**config.mk**
```make
export PLATFORM = sky130hd
export DESIGN_NAME = slce_ram
export DESIGN_NICKNAME = d
export VERILOG_FILES = /design/src/hw/rtl/slce_ram.sv
export SDC_FILE = /design/constraint.sdc
export NUM_CORES = 1
export LEC_CHECK = 0
export BUFFER_PORTS_ARGS = -buffer_cell sky130_fd_sc_hd__buf_2
export CORE_UTILIZATION = 35
export DETAILED_ROUTE_END_ITERATION = 7
export GPL_TIMING_DRIVEN = 0
export HOLD_SLACK_MARGIN = 0.06
export PLACE_DENSITY_LB_ADDON = 0.12
export SLEW_MARGIN = 5
export SYNTH_ARGS = -nofsm -noshare
export SYNTH_HDL_FRONTEND = slang
export SYNTH_SLANG_ARGS = --single-unit
```
**constraint.sdc**
```tcl
create_clock -name clk -period 6.55 [get_ports clk]
set_input_delay 1.6375 -clock clk [delete_from_list [all_inputs] [get_ports clk]]
set_output_delay 1.6375 -clock clk [all_outputs]
set_load 0.005 [all_outputs]
```
**src/hw/rtl/slce_ram.sv**
```systemverilog
// Generic single-write, single-read RAM with registered read data.
// No dependencies.
`default_nettype none
module slce_ram #(
  parameter int WIDTH = 8,
  parameter int DEPTH = 32
) (
  input  wire logic                     clk,
  input  wire logic                     we,
  input  wire logic [$clog2(DEPTH)-1:0] waddr,
  input  wire logic [WIDTH-1:0]         wdata,
  input  wire logic [$clog2(DEPTH)-1:0] raddr,
  output logic      [WIDTH-1:0]         rdata
);

  logic [WIDTH-1:0] mem [DEPTH];

  always_ff @(posedge clk) begin
    if (we) begin
      mem[waddr] <= wdata;
    end
    rdata <= mem[raddr];
  end

endmodule
`default_nettype wire

```
==> results.txt <==
HPWL Detailed: 14300 um
Number of I/O pins: 28
Total global routing overflow: 0
Crit Path Max Fanout: 10
Synth Area per Inst: 24.1 sq um
Slew of the pin with the lowest slew margin: 873 ps
Final count of hold timing violations: 0
Num CTS Buffers: 28
Syn. warnings: 0
Die area: 0.0294 sq mm
Period utilization: 0.560
CTS Hold Bufs: 0
Fraction of layout cells with a size suffix above 1: 0.323
Initial Util: 0.359
PD cells: 310 mW/mm^2
Drt via density: 5.06
Post-synth top area cell: edfxtp_1
Cells after Synth: 417
Post-synthesis sequential area ratio: 0.781
Clock sink total: 264
Clock Skews: 6.68 ps
Worst Hold Path Cells: 3
Final net count: 489
Largest stage delay, worst path: 720 ps
CTS tree: done
Hold/Removal Path Class: reg2reg
ANT cells: 0
Largest net degree at the start of global routing: 33
Die Wd: 171 um
Initial antenna violation count: 0
Clk_lat worst skew: 530 ps
Post-synthesis adder-cell area fraction: 0
Final worst slack: 2880 ps
Clock-pin slew on the worst setup and hold paths: 60 ps
DRC Markers: 0
Combinational share of power: 0.051
Antenna Nets Post-Route: 0
Net switching power: 730 uW
Crit path from: raddr[2]
Crit path top cell by count: mux4_2
Buffers added on ports: 22
Tmin final: 3670 ps
Detailed Route Iter0 Violations: 354
Critical-path top delay cell: buf_1
Post-synthesis xor/xnor area fraction: 0
WS Path Type: in2reg
Drt first pass iters: 4
Synth Net Count: 437
Leak pwr: 3.53 nW
Sw frac: 0.205
Die extent in y: 171 um
Routed WL: 21800 um
Setup bufs post-CTS: 0
Type of origin of the critical path: primary input
GPL Wtd Cong: 0.717
Vias in the first global route: 4666
DR vias: 4390
Worst path required time: 6960 ps
First-pass GRT wire length: 32100 um
RSZ-0062 raised after global routing: no
Worst R2R Setup Slack: 4710 ps
Sequential power share: 0.528
Worst r2r src: mem[31][2]$_DFFE_PP_
Row Count: 61
Status: finished clean
Internal Dissipation: 2.84 mW
Core Footprint: 0.0280 sq mm
Crit path cell chain: clkbuf_1, buf_1, mux4_2, mux4_2, mux2_2
Final cell count without fillers: 867
Synth area leaders: edfxtp_1 (76%), mux4_2 (18%), dfxtp_1 (1.6%)
Worst Hold End: rdata[0]$_DFF_P_
Main combinational cell family by area after synthesis: multiplexers
WP data arrival: 4080 ps
Synth top area share: 0.765
Nature of the critical path endpoint: flip-flop
Gr usage total: 0.157
Avg WL per Cell: 25.1 um
Synth Area in Compound Gates: 0
Cts repair resizes: 0
Pre-CTS setup slack: 2270 ps
Post-synthesis register bit count: 264
Fmax: 0.273 GHz
P&R area growth vs syn: 14.4%
Simple-gate share of the synthesized area: 0.0207
Reg2Reg Capture Point: rdata[2]$_DFF_P_
CTS max path bufs: 3
Clock power frac: 0.421
Hold path startpoint: mem[6][0]$_DFFE_PP_
Setup TNS: 0 ps
Max_cap viols: 0
Worst r2r path cells: 3
Final setup viols: 0
Synthesized area: 0.0101 sq mm
Root Driver: clkbuf_16
Placed Cells: 817
VDD IR-drop max: 0.178 mV
Final Slew Violations: 0
Max-slew headroom: 0.418
Mux share of post-synthesis cell area: 0.188
Yosys cell types: 15
H-tree levels: 1
==> layout by cell type, fill, tap and decap left out, drive strengths merged <==
cell / synthesis / routed
nand3b: 5 / 5
mux4: 80 / 80
or3: 1 / 1
clkinvlp: 0 / 2
dfxtp: 8 / 8
bufinv: 0 / 2
or3b: 3 / 3
nand3: 2 / 2
nand2: 1 / 1
mux2: 8 / 8
clkinv: 0 / 9
clkbuf: 6 / 43
edfxtp: 256 / 256
buf: 14 / 36
nor2: 33 / 33
==> how the worst max path moves through the flow <==
stage	endpoint	slack, ps	cells past startpoint
after detailed placement	rdata[1]$_DFF_P_	2270	5
final	rdata[1]$_DFF_P_	2880	5
after floorplan	rdata[0]$_DFF_P_	3110	5
after global routing	rdata[4]$_DFF_P_	2760	5
after global placement	rdata[1]$_DFF_P_	2230	5
after CTS	rdata[1]$_DFF_P_	2820	5
==> kinds of logic (layout without fill, tap and decap cells) <==
logic type	Yosys count	after routing
buffers and inverters	20	92
DFF	264	264
muxes	88	88
and+or+nand+nor	45	45
==> cell usage after synthesis <==
library cell,instances
or3b_2,3
buf_2,1
buf_6,1
or3_1,1
clkbuf_1,6
dfxtp_1,8
edfxtp_1,256
buf_4,6
mux2_2,8
nand2_1,1
mux4_2,80
buf_1,6
nor2_1,33
nand3b_1,5
nand3_1,2
==> layout make-up <==
| class | instances | area [sq um] |
|---|---|---|
| clock inverter | 13 | 114 |
| sequential | 264 | 7850 |
| clock buffer | 37 | 756 |
| fill | 2458 | 16500 |
| tap | 378 | 473 |
| buffer | 20 | 106 |
| timing repair buffer | 22 | 110 |
| multi-input combinational | 133 | 2100 |
==> sequential cells by signal (all words and copies together), names as in the netlist <==
| name | cells |
|---|---|
| mem | 256 |
| rdata | 8 |
==> stage by stage <==
| step | instance area (sq um) | util | hold slack [ps] | total power, mW |
|---|---|---|---|---|
| 2_1_floorplan | 10100 | - | 865 | 2.02 |
| 3_3_place_gp | 10600 | 0.380 | 934 | 2.10 |
| 3_5_place_dp | 10600 | 0.380 | 935 | 2.11 |
| 4_1_cts | 11500 | 0.411 | 962 | 3.60 |
| 5_1_grt | 11500 | 0.411 | 968 | 3.67 |
| 6_report | 11500 | 0.411 | 962 | 3.57 |
==> per-layer routing <==
layer  global-route usage  share of wire  wire length (um)
met1                0.235           0.47             10300
met2                0.242           0.46             10100
met3               0.0189          0.045               980
met4               0.0419          0.019               421
met5                    0              0                 0
==> worst max-delay path: cells and delay by family <==
| kind | cells | cell delay, ps |
|---|---|---|
| muxes | 3 | 1280 |
| buffers and inverters | 2 | 1150 |
==> power by group through the flow <==
stage               combinational, mW  sequential, mW  clock [mW]
floorplan                       0.100            1.92           0
global placement                0.183            1.92           0
detailed placement              0.187            1.92           0
CTS                             0.188            1.88        1.53
global route                    0.196            1.89        1.59
finish                          0.181            1.88        1.50
Note: power is estimated with default switching activity, not from simulation.
